`config.mk`:
```
export PLATFORM = sky130hd
export DESIGN_NAME = tcp_syn_packet_builder_top
export DESIGN_NICKNAME = d
export VERILOG_FILES = /design/src/hw/rtl/tsyn_pkg.sv /design/src/hw/rtl/tsyn_front.sv /design/src/hw/rtl/tsyn_queue.sv /design/src/hw/rtl/tsyn_back.sv /design/src/hw/rtl/tcp_syn_packet_builder_top.sv
export SDC_FILE = /design/constraint.sdc
export NUM_CORES = 1
export LEC_CHECK = 0
export BUFFER_PORTS_ARGS = -buffer_cell sky130_fd_sc_hd__buf_2
export CORE_ASPECT_RATIO = 0.9
export CORE_MARGIN = 2
export CORE_UTILIZATION = 55
export DETAILED_ROUTE_END_ITERATION = 7
export GPL_TIMING_DRIVEN = 0
export PLACE_DENSITY = 0.84
export SKIP_CTS_REPAIR_TIMING = 1
export SYNTH_ARGS = -nofsm -noshare
export SYNTH_HDL_FRONTEND = slang
export SYNTH_HIERARCHICAL = 1
export SYNTH_SLANG_ARGS = --single-unit
```
`constraint.sdc`:
```
create_clock -name clk -period 10.9 [get_ports clk]
set_input_delay 0.545 -clock clk [delete_from_list [all_inputs] [get_ports clk]]
set_output_delay 0.545 -clock clk [all_outputs]
set_load 0.03 [all_outputs]
```
`src/hw/rtl/tsyn_pkg.sv`:
```
// ----------------------------------------------------------------------------
// tsyn_pkg
// Shared types, constants and checksum helper for the TCP SYN packet builder.
// ----------------------------------------------------------------------------
package tsyn_pkg;

	// register map (index = paddr[3:2])
	localparam int unsigned ADDR_W = 4;
	localparam logic [1:0] REG_SOURCE_ADDRESS   = 2'd0;
	localparam logic [1:0] REG_TARGET_ADDRESS   = 2'd1;
	localparam logic [1:0] REG_BASE_SOURCE_PORT = 2'd2;
	localparam logic [1:0] REG_FIRST_PORT       = 2'd3;

	localparam logic [15:0] BASE_PORT_RESET  = 16'd40000;
	localparam logic [15:0] FIRST_PORT_RESET = 16'd1;

	// header fields
	localparam logic [15:0] VER_WORD    = 16'h4500;   // version 4, IHL 5
	localparam logic [15:0] TOTAL_LEN   = 16'd40;
	localparam logic [15:0] TTL_WORD    = 16'h4006;   // TTL 64, protocol TCP
	localparam logic [15:0] PROTO_TCP   = 16'd6;
	localparam logic [15:0] TCP_LEN     = 16'd20;
	localparam logic [15:0] SEQ_LOW     = 16'd1;
	localparam logic [15:0] OFF_WORD    = 16'h5002;   // data offset 5, SYN
	localparam logic [15:0] TCP_WINDOW  = 16'hFFFF;

	// constant parts of the two checksums
	localparam logic [19:0] IP_SUM_CONST  = 20'(VER_WORD) + 20'(TOTAL_LEN) + 20'(TTL_WORD);
	localparam logic [19:0] TCP_SUM_CONST = 20'(PROTO_TCP) + 20'(TCP_LEN) + 20'(SEQ_LOW)
	                                      + 20'(OFF_WORD) + 20'(TCP_WINDOW);

	localparam int unsigned WORDS_PER_PKT = 20;
	localparam logic [4:0]  LAST_POS      = 5'(WORDS_PER_PKT - 1);

	// front-to-back queue
	localparam int unsigned QUEUE_DEPTH = 2;
	localparam int unsigned QPTR_W      = $clog2(QUEUE_DEPTH);
	localparam int unsigned QCNT_W      = $clog2(QUEUE_DEPTH + 1);

	typedef struct packed {
		logic [15:0] sport;
		logic [15:0] dport;
		logic [15:0] ip_csum;
		logic [15:0] tcp_csum;
	} tsyn_desc_t;

	typedef struct packed {
		logic full;
		logic empty;
	} tsyn_qstat_t;

	// end-around carry fold twice, then complement
	function automatic logic [15:0] fold_complement(input logic [19:0] sum);
		logic [16:0] f1;
		logic [16:0] f2;
		begin
			f1 = 17'(sum[19:16]) + 17'(sum[15:0]);
			f2 = 17'(f1[16]) + 17'(f1[15:0]);
			return ~f2[15:0];
		end
	endfunction

endpackage

```
`src/hw/rtl/tsyn_front.sv`:
```
// ----------------------------------------------------------------------------
// tsyn_front
// Takes probe ports, derives the source port, computes both checksums and
// pushes a packet descriptor into the queue.
// ----------------------------------------------------------------------------
module tsyn_front import tsyn_pkg::*; (
	input  logic        clk,
	input  logic        arst_n,
	input  logic        in_valid,
	output logic        in_stall,
	input  logic [15:0] probe_port,
	input  logic [31:0] source_address,
	input  logic [31:0] target_address,
	input  logic [15:0] base_source_port,
	input  logic [15:0] first_port,
	input  tsyn_qstat_t qstat,
	output logic        push,
	output tsyn_desc_t  push_desc
);

	logic        valid_s1;
	logic [15:0] dport_s1;
	logic [15:0] sport_s1;
	logic [15:0] sport_c;
	logic [17:0] addr_sum;
	logic [19:0] ip_sum;
	logic [19:0] tcp_sum;
	logic        accept;

	assign in_stall = valid_s1 & qstat.full;
	assign accept   = in_valid & ~in_stall;
	assign sport_c  = base_source_port + (probe_port - first_port);

	always_ff @(posedge clk or negedge arst_n) begin
		if (!arst_n) begin
			valid_s1 <= 1'b0;
		end else if (!in_stall) begin
			valid_s1 <= in_valid;
		end
	end

	always_ff @(posedge clk) begin
		if (accept) begin
			dport_s1 <= probe_port;
			sport_s1 <= sport_c;
		end
	end

	assign addr_sum = 18'(source_address[31:16]) + 18'(source_address[15:0])
	                + 18'(target_address[31:16]) + 18'(target_address[15:0]);
	assign ip_sum   = 20'(addr_sum) + IP_SUM_CONST;
	assign tcp_sum  = 20'(addr_sum) + TCP_SUM_CONST + 20'(sport_s1) + 20'(dport_s1);

	assign push               = valid_s1 & ~qstat.full;
	assign push_desc.sport    = sport_s1;
	assign push_desc.dport    = dport_s1;
	assign push_desc.ip_csum  = fold_complement(ip_sum);
	assign push_desc.tcp_csum = fold_complement(tcp_sum);

endmodule

```
`src/hw/rtl/tsyn_queue.sv`:
```
// ----------------------------------------------------------------------------
// tsyn_queue
// Short descriptor queue between front and back.
// ----------------------------------------------------------------------------
module tsyn_queue import tsyn_pkg::*; (
	input  logic        clk,
	input  logic        arst_n,
	input  logic        push,
	input  tsyn_desc_t  push_desc,
	input  logic        pop,
	output tsyn_desc_t  pop_desc,
	output tsyn_qstat_t qstat
);

	tsyn_desc_t        mem_q [QUEUE_DEPTH];
	logic [QPTR_W-1:0] wr_ptr_q;
	logic [QPTR_W-1:0] rd_ptr_q;
	logic [QCNT_W-1:0] count_q;

	assign qstat.full  = (count_q == QCNT_W'(QUEUE_DEPTH));
	assign qstat.empty = (count_q == '0);
	assign pop_desc    = mem_q[rd_ptr_q];

	always_ff @(posedge clk or negedge arst_n) begin
		if (!arst_n) begin
			wr_ptr_q <= '0;
			rd_ptr_q <= '0;
			count_q  <= '0;
		end else begin
			if (push) begin
				wr_ptr_q <= wr_ptr_q + 1'b1;
			end
			if (pop) begin
				rd_ptr_q <= rd_ptr_q + 1'b1;
			end
			case ({push, pop})
				2'b10:   count_q <= count_q + 1'b1;
				2'b01:   count_q <= count_q - 1'b1;
				default: count_q <= count_q;
			endcase
		end
	end

	always_ff @(posedge clk) begin
		if (push) begin
			mem_q[wr_ptr_q] <= push_desc;
		end
	end

endmodule

```
`src/hw/rtl/tsyn_back.sv`:
```
// ----------------------------------------------------------------------------
// tsyn_back
// Pops descriptors and serializes each packet as twenty 16-bit words into
// an output register.
// ----------------------------------------------------------------------------
module tsyn_back import tsyn_pkg::*; (
	input  logic        clk,
	input  logic        arst_n,
	input  tsyn_qstat_t qstat,
	input  tsyn_desc_t  pop_desc,
	output logic        pop,
	input  logic [31:0] source_address,
	input  logic [31:0] target_address,
	output logic        out_valid,
	input  logic        out_stall,
	output logic [15:0] packet_word,
	output logic        last_word
);

	logic        active_q;
	logic [4:0]  pos_q;
	tsyn_desc_t  desc_q;
	logic        out_valid_q;
	logic [15:0] word_q;
	logic        last_q;
	logic        load;
	logic        finishing;
	logic [15:0] word_c;

	assign load      = ~out_valid_q | ~out_stall;
	assign finishing = active_q & load & (pos_q == LAST_POS);
	assign pop       = ~qstat.empty & (~active_q | finishing);

	always_comb begin
		case (pos_q)
			5'd0:    word_c = VER_WORD;
			5'd1:    word_c = TOTAL_LEN;
			5'd4:    word_c = TTL_WORD;
			5'd5:    word_c = desc_q.ip_csum;
			5'd6:    word_c = source_address[31:16];
			5'd7:    word_c = source_address[15:0];
			5'd8:    word_c = target_address[31:16];
			5'd9:    word_c = target_address[15:0];
			5'd10:   word_c = desc_q.sport;
			5'd11:   word_c = desc_q.dport;
			5'd13:   word_c = SEQ_LOW;
			5'd16:   word_c = OFF_WORD;
			5'd17:   word_c = TCP_WINDOW;
			5'd18:   word_c = desc_q.tcp_csum;
			default: word_c = 16'h0000;
		endcase
	end

	always_ff @(posedge clk or negedge arst_n) begin
		if (!arst_n) begin
			active_q    <= 1'b0;
			pos_q       <= '0;
			out_valid_q <= 1'b0;
		end else begin
			if (load) begin
				out_valid_q <= active_q;
			end
			if (pop) begin
				active_q <= 1'b1;
				pos_q    <= '0;
			end else if (active_q && load) begin
				pos_q <= pos_q + 1'b1;
				if (pos_q == LAST_POS) begin
					active_q <= 1'b0;
				end
			end
		end
	end

	always_ff @(posedge clk) begin
		if (pop) begin
			desc_q <= pop_desc;
		end
		if (load) begin
			word_q <= word_c;
			last_q <= (pos_q == LAST_POS);
		end
	end

	assign out_valid   = out_valid_q;
	assign packet_word = word_q;
	assign last_word   = last_q;

endmodule

```
`src/hw/rtl/tcp_syn_packet_builder_top.sv`:
```
// ----------------------------------------------------------------------------
// tcp_syn_packet_builder_top
// Builds 40-byte IPv4 + TCP SYN probes, one per destination port.
// ----------------------------------------------------------------------------
// Usage:
//   Input channel (in_valid / in_stall / probe_port): one transfer per probe,
//   carrying the TCP destination port.
//   Output channel (out_valid / out_stall / packet_word / last_word): twenty
//   transfers per probe, 16-bit words in network byte order; last_word marks
//   the twentieth.
//   APB port: source_address (0x0), target_address (0x4), base_source_port
//   (0x8), first_port (0xC). Write only while no probe is in flight.
// Path: the first word of a packet passes the front stage register, the
//   queue, the back-end descriptor register and the output register.
// Throughput: one word per cycle while out_stall is low; the serializer in
//   the back end sets that rate. Words of consecutive packets follow without
//   gaps when the next descriptor is already queued.
// Input is accepted back to back until the front stage and the two-entry
//   descriptor queue are full; then in_stall rises.
// Output stall: the output register holds its word and the serializer waits.
// Reset: clears all control state, addresses to zero, base_source_port to
//   40000, first_port to 1; no probe is pending afterward.
// ----------------------------------------------------------------------------
module tcp_syn_packet_builder_top import tsyn_pkg::*; (
	input  logic              clk,
	input  logic              arst_n,
	input  logic              psel,
	input  logic              penable,
	input  logic              pwrite,
	input  logic [ADDR_W-1:0] paddr,
	input  logic [31:0]       pwdata,
	output logic [31:0]       prdata,
	output logic              pready,
	input  logic              in_valid,
	output logic              in_stall,
	input  logic [15:0]       probe_port,
	output logic              out_valid,
	input  logic              out_stall,
	output logic [15:0]       packet_word,
	output logic              last_word
);

	logic [31:0] source_address_q;
	logic [31:0] target_address_q;
	logic [15:0] base_source_port_q;
	logic [15:0] first_port_q;
	logic        cfg_wr;
	logic [1:0]  reg_idx;

	logic        push;
	logic        pop;
	tsyn_desc_t  push_desc;
	tsyn_desc_t  pop_desc;
	tsyn_qstat_t qstat;

	// register file: zero-wait APB, word-aligned decode
	assign pready  = 1'b1;
	assign reg_idx = paddr[3:2];
	assign cfg_wr  = psel & penable & pwrite & pready;

	always_ff @(posedge clk or negedge arst_n) begin
		if (!arst_n) begin
			source_address_q   <= '0;
			target_address_q   <= '0;
			base_source_port_q <= BASE_PORT_RESET;
			first_port_q       <= FIRST_PORT_RESET;
		end else if (cfg_wr) begin
			case (reg_idx)
				REG_SOURCE_ADDRESS:   source_address_q   <= pwdata;
				REG_TARGET_ADDRESS:   target_address_q   <= pwdata;
				REG_BASE_SOURCE_PORT: base_source_port_q <= pwdata[15:0];
				REG_FIRST_PORT:       first_port_q       <= pwdata[15:0];
				default:              ;
			endcase
		end
	end

	always_comb begin
		case (reg_idx)
			REG_SOURCE_ADDRESS:   prdata = source_address_q;
			REG_TARGET_ADDRESS:   prdata = target_address_q;
			REG_BASE_SOURCE_PORT: prdata = {16'h0000, base_source_port_q};
			REG_FIRST_PORT:       prdata = {16'h0000, first_port_q};
			default:              prdata = '0;
		endcase
	end

	// front: port math and checksums
	tsyn_front u_front (
		.clk              (clk),
		.arst_n           (arst_n),
		.in_valid         (in_valid),
		.in_stall         (in_stall),
		.probe_port       (probe_port),
		.source_address   (source_address_q),
		.target_address   (target_address_q),
		.base_source_port (base_source_port_q),
		.first_port       (first_port_q),
		.qstat            (qstat),
		.push             (push),
		.push_desc        (push_desc)
	);

	// descriptor queue
	tsyn_queue u_queue (
		.clk       (clk),
		.arst_n    (arst_n),
		.push      (push),
		.push_desc (push_desc),
		.pop       (pop),
		.pop_desc  (pop_desc),
		.qstat     (qstat)
	);

	// back: word serializer
	tsyn_back u_back (
		.clk            (clk),
		.arst_n         (arst_n),
		.qstat          (qstat),
		.pop_desc       (pop_desc),
		.pop            (pop),
		.source_address (source_address_q),
		.target_address (target_address_q),
		.out_valid      (out_valid),
		.out_stall      (out_stall),
		.packet_word    (packet_word),
		.last_word      (last_word)
	);

	// within a packet, words come without gaps
	a_no_gap: assert property (@(posedge clk) disable iff (!arst_n)
		out_valid && !out_stall && !last_word |=> out_valid)
		else $error("gap inside a packet");

	// every packet opens with the version/IHL word
	a_pkt_start: assert property (@(posedge clk) disable iff (!arst_n)
		out_valid && !out_stall && last_word |=> !out_valid || packet_word == VER_WORD)
		else $error("packet does not start with version word");

	// queue is never written while full nor read while empty
	a_queue_ok: assert property (@(posedge clk) disable iff (!arst_n)
		!(push && qstat.full) && !(pop && qstat.empty))
		else $error("descriptor queue overflow or underflow");

endmodule
```
---- Yosys cells after proc, flatten, opt, wreduce, memory -nomap -nowiden ----
Memories as Yosys holds them, arrays and structs flattened. A register that Yosys moved wholly into a read port is not among the register bits.
Cells that the tools add are included.
Widths: inputs -> output; s select.
operators by class
  magnitude comparators ................... 0
  shift operators ......................... 0
  div/mod/pow operators ................... 0
  equal/unequal tests ..................... 20
  bitwise logic cells ..................... 18
  muxes and demuxes ....................... 10
  $add $sub $neg .......................... 18
  $mul .................................... 0
  reductions and logical operators ........ 12
operators by type and width
  operator                count
  $pmux 16 s14            1
  $pmux 32 s4             1
  $add 20x16->20          2
  $add 18x16->18          2
  $add 4x16->17           2
  $add 1x16->16           2
  $not 16->16             2
  $eq 5x4->1 const B      5
  $eq 5x3->1 const B      4
  $eq 5x5->1 const B      4
  $add 18x16->19 const B  1
  $add 18x17->19 const B  1
  $add 16x16->17          1
  $add 16x16->16          1
  $sub 16x16->16          1
  $mux 5                  2
  $reduce_and 2->1        5
  $and 1x1->1             8
  $eq 2x2->1 const B      4
  $not 1->1               6
  $reduce_bool 2->1       3
  $add 5x1->5 const B     1
  $eq 5x1->1 const B      1
  $logic_not 5->1         1
  9 further kinds         17
word-level totals
  logic and storage cells ................. 94
  bits in registers ....................... 157
  memories ................................ 1
  bits of input ports ..................... 59
  bits in read-only memories .............. 0
  bits in latches ......................... 0
  bits in writable memories ............... 128
memories
  memory         depth  bits a word  read ports  clocked after Yosys merged registers in  wr ports  RTL line          text
  u_queue.mem_q  2      64           1           1                                        1         tsyn_queue.sv:15  tsyn_desc_t mem_q [QUEUE_DEPTH];

---- Longest topological paths before layout ----
Gate-level depths: netlist (run 1).
  depth in word-level cells ............... 9
  mapped depth ............................ 42

---- Cells and area by module ----
Netlist (run 1), hierarchy kept.
modules (own cells, without submodules)
  module                      instances  cells an instance  area each (sq um)
  tsyn_front                  1          828                7070.5
  tsyn_queue                  1          215                5008.6
  tcp_syn_packet_builder_top  1          267                4361.7
  tsyn_back                   1          271                3860.0

---- Least setup slack after synthesis (run 1) ----
OpenSTA, ideal clock, no wires.
  path type ............................... reg-to-reg
  start ................................... register source_address_q[1]
  end ..................................... memory u_queue/mem_q[0][14] (netlist bit), data pin
  arrival ................................. 8.455 ns
  data required time ...................... 10.631 ns
  clock period less this slack ............ 8.723 ns
  cell stages (with the launch flop) ...... 40
  path slack .............................. 2.177 ns
  cell sequence ........................... dfrtp_1 inv_1 fa_1 fa_1 inv_1 ha_1 fa_1 a211oi_1 o211ai_1 o311ai_4 fa_1 ha_1 ha_1 a21oi_1 nor2b_1 inv_1 a31oi_1 o21bai_1 [... 4 more ...] a21o_1 xnor2_1 fa_1 inv_1 a21o_1 a21oi_1 nor2_1 nand2_1 nor2_1 nand4_1 nor4b_1 ha_1 ha_1 nand2_1 nor2_1 nor4bb_1 o211ai_1 xor2_1
RTL lines
  what                    RTL line                          text
  start, declared         tcp_syn_packet_builder_top.sv:43  logic [31:0] source_address_q;
  start signal, assigned  tcp_syn_packet_builder_top.sv:69  REG_SOURCE_ADDRESS: source_address_q <= pwdata;
  end, declared           tsyn_queue.sv:15

==> flow_summary.ini, run 1 <==
[run_status]
status = complete, but fails checks
violations = hold timing

[worst_hold_path]
hold_path_class = input port to asynchronous set/reset pin

[clocking]
cts_tree = built
clk_pin_slew_ns = 0.06
clk_latency_ns = 0.54
htreeDepth = 2
clockBufferDepth = 3
cts_root_buf = clkbuf_16
clock-sinks = 349
numCtsBuffers = 37

[placement]
post-place-ws_ns = 0.418
port_buffers = 105
dp.cells = 2169
placed_cell_area_sq_um = 21600
gp_congestion = 0.971
hpwlAfterDp_um = 42500

[layout]
fin_cells = 2237
final_nets = 1940
postLayoutCellArea_sq_um = 22800
area_delta_synth_final_pct = 12.5
drive_gt1_share_pct = 24.6

[synth]
synth_edf_count = 241
yosys-top-cells-area = edfxtp_1 (36%), dfrtp_1 (13%), fa_1 (6.5%)
synth_top_family_by_area = multiplexers
synth_mux_area_share_pct = 13.2
netlist.area_leader.share_pct = 35.6
avgSynthCellArea_sq_um = 12.8
synth.yosys.seq_area_share_pct = 49.0
async_reset_ff_share_pct = 30.9
synth_area_leader_cell = edfxtp_1
synthXorXnorAreaFrac_pct = 4.22
ys_warn_count = 6
yosys.area_share.adder_pct = 11.6
synth_nets = 1789
synth_cell_types = 97
synth_ff_type = edfxtp_1
synth-simple-area-share_pct = 7.80
synth_area_sq_um = 20300
ys_ff_latch = 349
synth_compound_area_share_pct = 8.41
syn_inst = 1581

[drt]
vias = 13500
routedWlPerCell_um = 24.7
routed_via_density = 6.02
ant_nets = 0
routed_wirelength_um = 55300
first_iter_violations = 1541
first_pass_iters = 5
drc = 0

[sta]
fin_setup_tns_ns = 0
slew_headroom_pct = 17.9
worst_pin_slew_ns = 1.21
min_period_ns = 10.12
finalCritPeriodShare_pct = 92.8
setup_viol = 0
slew_violations = 0
setup_ws_ns = 0.783
rsz0062_at_grt = false
hold_viol = 2
timing.hold.ws_ns = -0.00242
fmax_mhz = 98.8
fin_skew_ns = 0.0189

[setup_path]
slowest_stage = fa_1
worstPathMaxFanout = 6
crit_path_start_kind = flop
cp_common_cell = fa_1
worstPathRequired_ns = 11.17
crit_type = flop to flop
endpoint_kind = flop
cpPeakStageDelay_ns = 0.54
arrival_ns = 10.39

[floorplan]
rows = 66
fp.dieH_um = 186
core_region_area_sq_um = 36300
fp.dieW_um = 207
die-area_sq_um = 38500
ios = 111
initial_core_util_pct = 56.0

[global_routing]
grt_pass1_wl_um = 81800
grt_usage_pct = 29.1
grt_max_degree = 74
antenna_found_initial = 2
grt_pass1_vias = 13400
grt-ovfl-total = 0

[run]
cap_violations = 0
==> flip-flops by register name, summed over array words and instances (netlist names) <==
| register | count |
|---|---|
| u_queue/mem_q | 128 |
| u_back/desc_q | 64 |
| source_address_q | 32 |
| target_address_q | 32 |
| base_source_port_q | 16 |
| first_port_q | 16 |
| u_back/packet_word | 16 |
| u_front/dport_s1 | 16 |
| u_front/sport_s1 | 16 |
| u_back/pos_q | 5 |
| u_queue/count_q | 2 |
| u_back/active_q | 1 |
| u_back/last_word | 1 |
| u_back/out_valid | 1 |
| u_front/valid_s1 | 1 |
| u_queue/rd_ptr_q | 1 |
| u_queue/wr_ptr_q | 1 |
==> through the flow <==
stage,hold WS [ns],util (%)
floorplan,0.249,-
global placement,0.459,59.1
detailed placement,0.476,59.6
CTS,-0.000860,62.9
global route,0.0297,63.0
finish,-0.00242,63.0
==> worst max-delay path, delay by kind of cell, from the launching register on <==
kind / cells / cell delay (ns)
buffers and inverters: 6 / 0.77
XOR/XNOR: 2 / 0.33
adder cells (fa/ha/maj): 10 / 3.80
flip-flops: 1 / 0.46
AND/OR/NAND/NOR: 13 / 2.83
AO/OA/AOI/OAI: 8 / 1.66
==> layout make-up <==
type	count	area, sq um
Antenna cell	1	2.50
Buffer	52	338
Clock buffer	50	1060
Clock inverter	17	134
Fill cell	2681	13400
Inverter	221	830
Multi-Input combinational cell	959	9240
Sequential cell	349	9950
Tap cell	476	596
Timing Repair Buffer	112	683
==> path summary, 6_finish.rpt <==
kind / startpoint / to / slack, ns / cells past startpoint
max: source_address_q[17] / u_queue/mem_q[1][14] / 0.78 / 39
min: arst_n / source_address_q[16] / -0.002 / 1
max reg2reg: source_address_q[17] / u_queue/mem_q[1][14] / 0.78 / 39
min reg2reg: u_queue/count_q[1] / u_queue/count_q[1] / 0.49 / 1
max in group asynchronous: arst_n / base_source_port_q[12] / 10.12 / 2
min in group clk: probe_port[9] / u_front/dport_s1[9] / 0.19 / 1
==> logic make-up after synthesis <==
| logic type | Yosys count |
|---|---|
| flops | 349 |
| simple gates | 290 |
| buf+inv | 273 |
| compound gates | 226 |
| mux | 197 |
| fa+ha+maj | 149 |
| xor+xnor | 96 |
| other cells | 1 |
==> cells in the mapped netlist (8+ instances only) <==
master    instances
a21o_1           16
a21oi_1          45
a222oi_1         15
a22o_1           15
a22oi_1          10
and2_1            8
and3_1            8
buf_2            20
buf_6            13
clkbuf_1         13
dfrtp_1         102
edfxtp_1        241
fa_1             66
ha_1             83
inv_1           218
mux2_2           81
mux2_4           80
mux2i_1          18
mux4_2           16
nand2_1          50
nand2b_1         15
nand3_1          25
nand4_1          13
nor2_1           73
nor2b_1          21
nor3_1           17
o211ai_1         14
o21a_1            9
o21ai_0          25
or3_1             9
xnor2_1          61
xor2_1           33
==> cell usage in the layout (no fill, tap or decap), types with 17 or more instances in the layout <==
cell and count:
edfxtp_1 241, xor2_1 32, nand2_1 50, clkbuf_1 20, nand3_1 25, clkbuf_16 39
nor2_1 72, xnor2_1 61, a21oi_1 45, mux2_4 80, o21ai_0 25, nor2b_1 20
mux2i_1 18, nor3_1 17, mux2_2 81, inv_1 218, ha_1 83, buf_2 124
dfrtp_1 102, fa_1 66
==> routing by layer <==
| layer | up-vias | wire (um) | global-route usage (%) |
|---|---|---|---|
| met4 | 2 | 1440 | 8.29 |
| met3 | 85 | 5780 | 7.46 |
| met5 | - | 13 | 0 |
| li1 | 5949 | - | - |
| met1 | 6762 | 23200 | 40.8 |
| met2 | 674 | 24900 | 44.9 |
Power of run 1 is not shown: default switching activity piles up to over one toggle a cycle in this logic, so the estimate is an artifact.
==> run 2, diff against run 1 <==
CTS_BUF_LIST = sky130_fd_sc_hd__clkbuf_8   (was unset)
==> flow_summary.ini, run 2 (synthesis gave the netlist of run 1 again) <==
[layout]
multi_input_area_sq_um = 9240
postLayoutCellArea_sq_um = 22700
layout_common_cells = edfxtp_1 (241), inv_1 (240), buf_2 (124)
largest_register_ffs = 128
largest_register = u_queue/mem_q
area_delta_synth_final_pct = 12.0
drive_gt1_share_pct = 25.2
fill_cells = 2720
antennaDiodeCount = 0
seqCellArea_sq_um = 9950
final_util_pct = 62.7
layout_commonest_cell = edfxtp_1
top_regs = u_queue/mem_q (128), u_back/desc_q (64)
final_nets = 1960

[clocking]
numCtsBuffers = 56
htreeDepth = 2
clk_pin_slew_ns = 0.06
clk_latency_ns = 0.63
clockBufferDepth = 3
clock-sinks = 349
cts_root_buf = clkbuf_8
cts_tree = built

[placement]
post-place-ws_ns = 0.418
port_buffers = 105
gp_congestion = 0.971
placed_cell_area_sq_um = 21600
hpwlAfterDp_um = 42500

[drt]
first_pass_iters = 5
first_iter_violations = 1411
routed_wirelength_um = 55500
drc = 0
ant_nets = 0
vias = 13600
routedWlPerCell_um = 24.4
routed_via_density = 5.99

[setup_path]
arrival_ns = 10.50
r2r_start = source_address_q[17]
reg2reg_slack_ns = 0.74
reg2regPathDepth = 39
crit_type = flop to flop
cp_common_cell = fa_1
endpoint_kind = flop
worstPathRequired_ns = 11.24
slowest_stage = fa_1
cpPeakStageDelay_ns = 0.54
r2r-end = u_queue/mem_q[1][14]
crit_path_start_kind = flop
worstPathMaxFanout = 6

[global_routing]
grt_pass1_vias = 13600
antenna_found_initial = 1
grt_pass1_wl_um = 81800
grt-ovfl-total = 0
grt_max_degree = 74
grt_usage_pct = 29.1

[sta]
fin_setup_tns_ns = 0
slew_headroom_pct = 23.0
fin_skew_ns = 0.0332
setup_ws_ns = 0.741
hold_viol = 0
worst_pin_slew_ns = 1.14
rsz0062_at_grt = false
slew_violations = 0
fmax_mhz = 98.4
min_period_ns = 10.16
finalCritPeriodShare_pct = 93.2
setup_viol = 0

[worst_hold_path]
hold_end = u_front/dport_s1[2]
min_from = probe_port[2]
hold_path_class = input port to flop
min_path_cells = 1

[run_status]
status = complete, no violations

[floorplan]
ios = 111
rows = 66
fp.dieW_um = 207
fp.dieH_um = 186
die-area_sq_um = 38500
core_region_area_sq_um = 36300
initial_core_util_pct = 56.0

[run]
cap_violations = 0
[run 2: layer usage]
metal	global-route usage (%)	wire length, um
met5	0	13
met4	10.5	2010
met3	8.03	5620
met2	44.4	24600
met1	40.1	23200
[run 2: how the worst max path moves through the flow]
stage                           endpoint  slack [ns]            startpoint
finish              u_queue/mem_q[1][14]        0.74  source_address_q[17]
CTS                 u_queue/mem_q[0][14]        0.32  source_address_q[17]
global route        u_queue/mem_q[0][14]        0.13  source_address_q[17]
detailed placement  u_queue/mem_q[0][14]        0.42  source_address_q[17]
floorplan           u_queue/mem_q[0][14]        2.18   source_address_q[1]
global placement    u_queue/mem_q[0][14]        0.62  source_address_q[17]
[run 2: layout make-up]
type	count	share of cell area, %
multi-input cells	959	40.6
plain buffers	52	1.49
clock inverters	40	1.12
flip-flops and latches	349	43.7
inverters	221	3.65
repair buffers	113	3.05
clock buffers	61	3.69
well taps	476	2.62
[run 2: metrics by stage]
stage / hold slack, ns / std cells
floorplan: 0.249 / 1581
global placement: 0.459 / 2162
detailed placement: 0.476 / 2169
CTS: -0.117 / 2270
global route: 0.0969 / 2271
finish: 0.116 / 2271
[run 2: worst max-delay path, delay by kind of cell, from the launching register on]
| kind | cells | cell delay, ns |
|---|---|---|
| AND/OR/NAND/NOR | 13 | 2.82 |
| AO/OA/AOI/OAI | 8 | 1.65 |
| buffers and inverters | 6 | 0.77 |
| flip-flops | 1 | 0.47 |
| XOR/XNOR | 2 | 0.33 |
| adder cells (fa/ha/maj) | 10 | 3.82 |
Power of run 2 is left out for the same reason.
==> run 3, diff against run 2 <==
==> constraint.sdc (replaced) <==
create_clock -name clk -period 10.9 [get_ports clk]
set_input_delay 1.09 -clock clk [delete_from_list [all_inputs] [get_ports clk]]
set_output_delay 1.09 -clock clk [all_outputs]
set_load 0.03 [all_outputs]
==> flow_summary.ini, run 3 (synthesis gave the netlist of run 1 again) <==
[layout]
fin_cells = 2271
layout_common_cells = edfxtp_1 (241), inv_1 (240), buf_2 (124)
final_nets = 1959
fill_cells = 2720
layout_commonest_cell = edfxtp_1
largest_register = u_queue/mem_q
top_regs = u_queue/mem_q (128), u_back/desc_q (64)
area_delta_synth_final_pct = 12.0
drive_gt1_share_pct = 25.3
postLayoutCellArea_sq_um = 22700
largest_register_ffs = 128

[global_routing]
grt-ovfl-total = 0
grt_usage_pct = 29.1
antenna_found_initial = 1
grt_pass1_wl_um = 81800
grt_max_degree = 74
grt_pass1_vias = 13600

[sta]
setup_viol = 0
slew_violations = 0
finalCritPeriodShare_pct = 93.3
min_period_ns = 10.17
hold_viol = 0
fin_skew_ns = 0.0300
fin_setup_tns_ns = 0
slew_headroom_pct = 20.1
worst_pin_slew_ns = 1.18
rsz0062_at_grt = false
fmax_mhz = 98.3

[clocking]
clockBufferDepth = 3
clk_latency_ns = 0.63
htreeDepth = 2
numCtsBuffers = 56
cts_tree = built
clock-sinks = 349
cts_root_buf = clkbuf_8
clk_pin_slew_ns = 0.06

[setup_path]
crit_type = flop to flop
worstPathRequired_ns = 11.24
endpoint_kind = flop
crit_path_start_kind = flop
worstPathMaxFanout = 6
arrival_ns = 10.51
cpPeakStageDelay_ns = 0.53
reg2reg_slack_ns = 0.73
cp_common_cell = fa_1
r2r_start = source_address_q[17]
slowest_stage = fa_1
worstSetupStartpoint = source_address_q[17]

[drt]
first_iter_violations = 1498
ant_nets = 0
routed_via_density = 5.98
routedWlPerCell_um = 24.5
vias = 13600
first_pass_iters = 8
routed_wirelength_um = 55500
drc = 1

[floorplan]
fp.dieW_um = 207
core_region_area_sq_um = 36300
ios = 111
fp.dieH_um = 186
rows = 66
die-area_sq_um = 38500
initial_core_util_pct = 56.0

[run_status]
status = complete, but fails checks
violations = DRC

[placement]
port_buffers = 105
placed_cell_area_sq_um = 21600
gp_congestion = 0.971
hpwlAfterDp_um = 42500
dp.cells = 2169

[worst_hold_path]
hold_path_class = input port to asynchronous set/reset pin

[run]
cap_violations = 0
## run 3: changes by cell type in the layout (fill, tap and decap cells not counted), sizes merged
cell         previous run  this run
dlygate4sd3             1         0
diode                   0         1
## run 3: cell type report
class / instances / area [sq um] / area share [%]
diodes: 1 / 2.50 / 0.0110
plain buffers: 52 / 338 / 1.49
clock buffers: 61 / 840 / 3.69
clock inverters: 40 / 255 / 1.12
inverters: 221 / 830 / 3.65
multi-input cells: 959 / 9240 / 40.7
flip-flops and latches: 349 / 9950 / 43.8
well taps: 476 / 596 / 2.62
repair buffers: 112 / 683 / 3.01
## run 3: stage by stage
step	utilization, %	setup slack [ns]	hold slack (ns)
after detailed placement	59.6	0.418	0.476
after global placement	59.1	0.619	0.459
after floorplan	-	2.18	0.445
final	62.7	0.729	0.437
after CTS	62.6	0.322	0.428
after global routing	62.7	0.126	0.468
## run 3: path summary, 6_finish.rpt
check	end	depth (start not counted)
worst max-delay path	u_queue/mem_q[1][14]	39
worst min-delay path	source_address_q[16]	1
worst max register to register	u_queue/mem_q[1][14]	39
worst min register to register	u_queue/mem_q[1][32]	0
max in group asynchronous	base_source_port_q[15]	2
min in group clk	u_queue/mem_q[1][32]	0
## run 3: critical path, delay by kind of cell, from the launching register on
family                     cells  cell delay, ns
adders and majority gates     10            3.78
xor gates and xnor gates       2            0.34
buffers and inverters          6            0.78
and+or+nand+nor               13            2.84
AOI/OAI and AO/OA              8            1.67
DFF                            1            0.46
## run 3: routing by layer
layer / wire (um) / GRT usage (%) / share of wire, % / up-vias
met3: 5560 / 8.03 / 10 / 118
met1: 23300 / 40.1 / 42 / 6795
met2: 24700 / 44.4 / 45 / 685
met5: 8 / 0 / 0.014 / -
met4: 1950 / 10.5 / 3.5 / 2
li1: - / - / - / 5991
Power of run 3 is left out for the same reason.
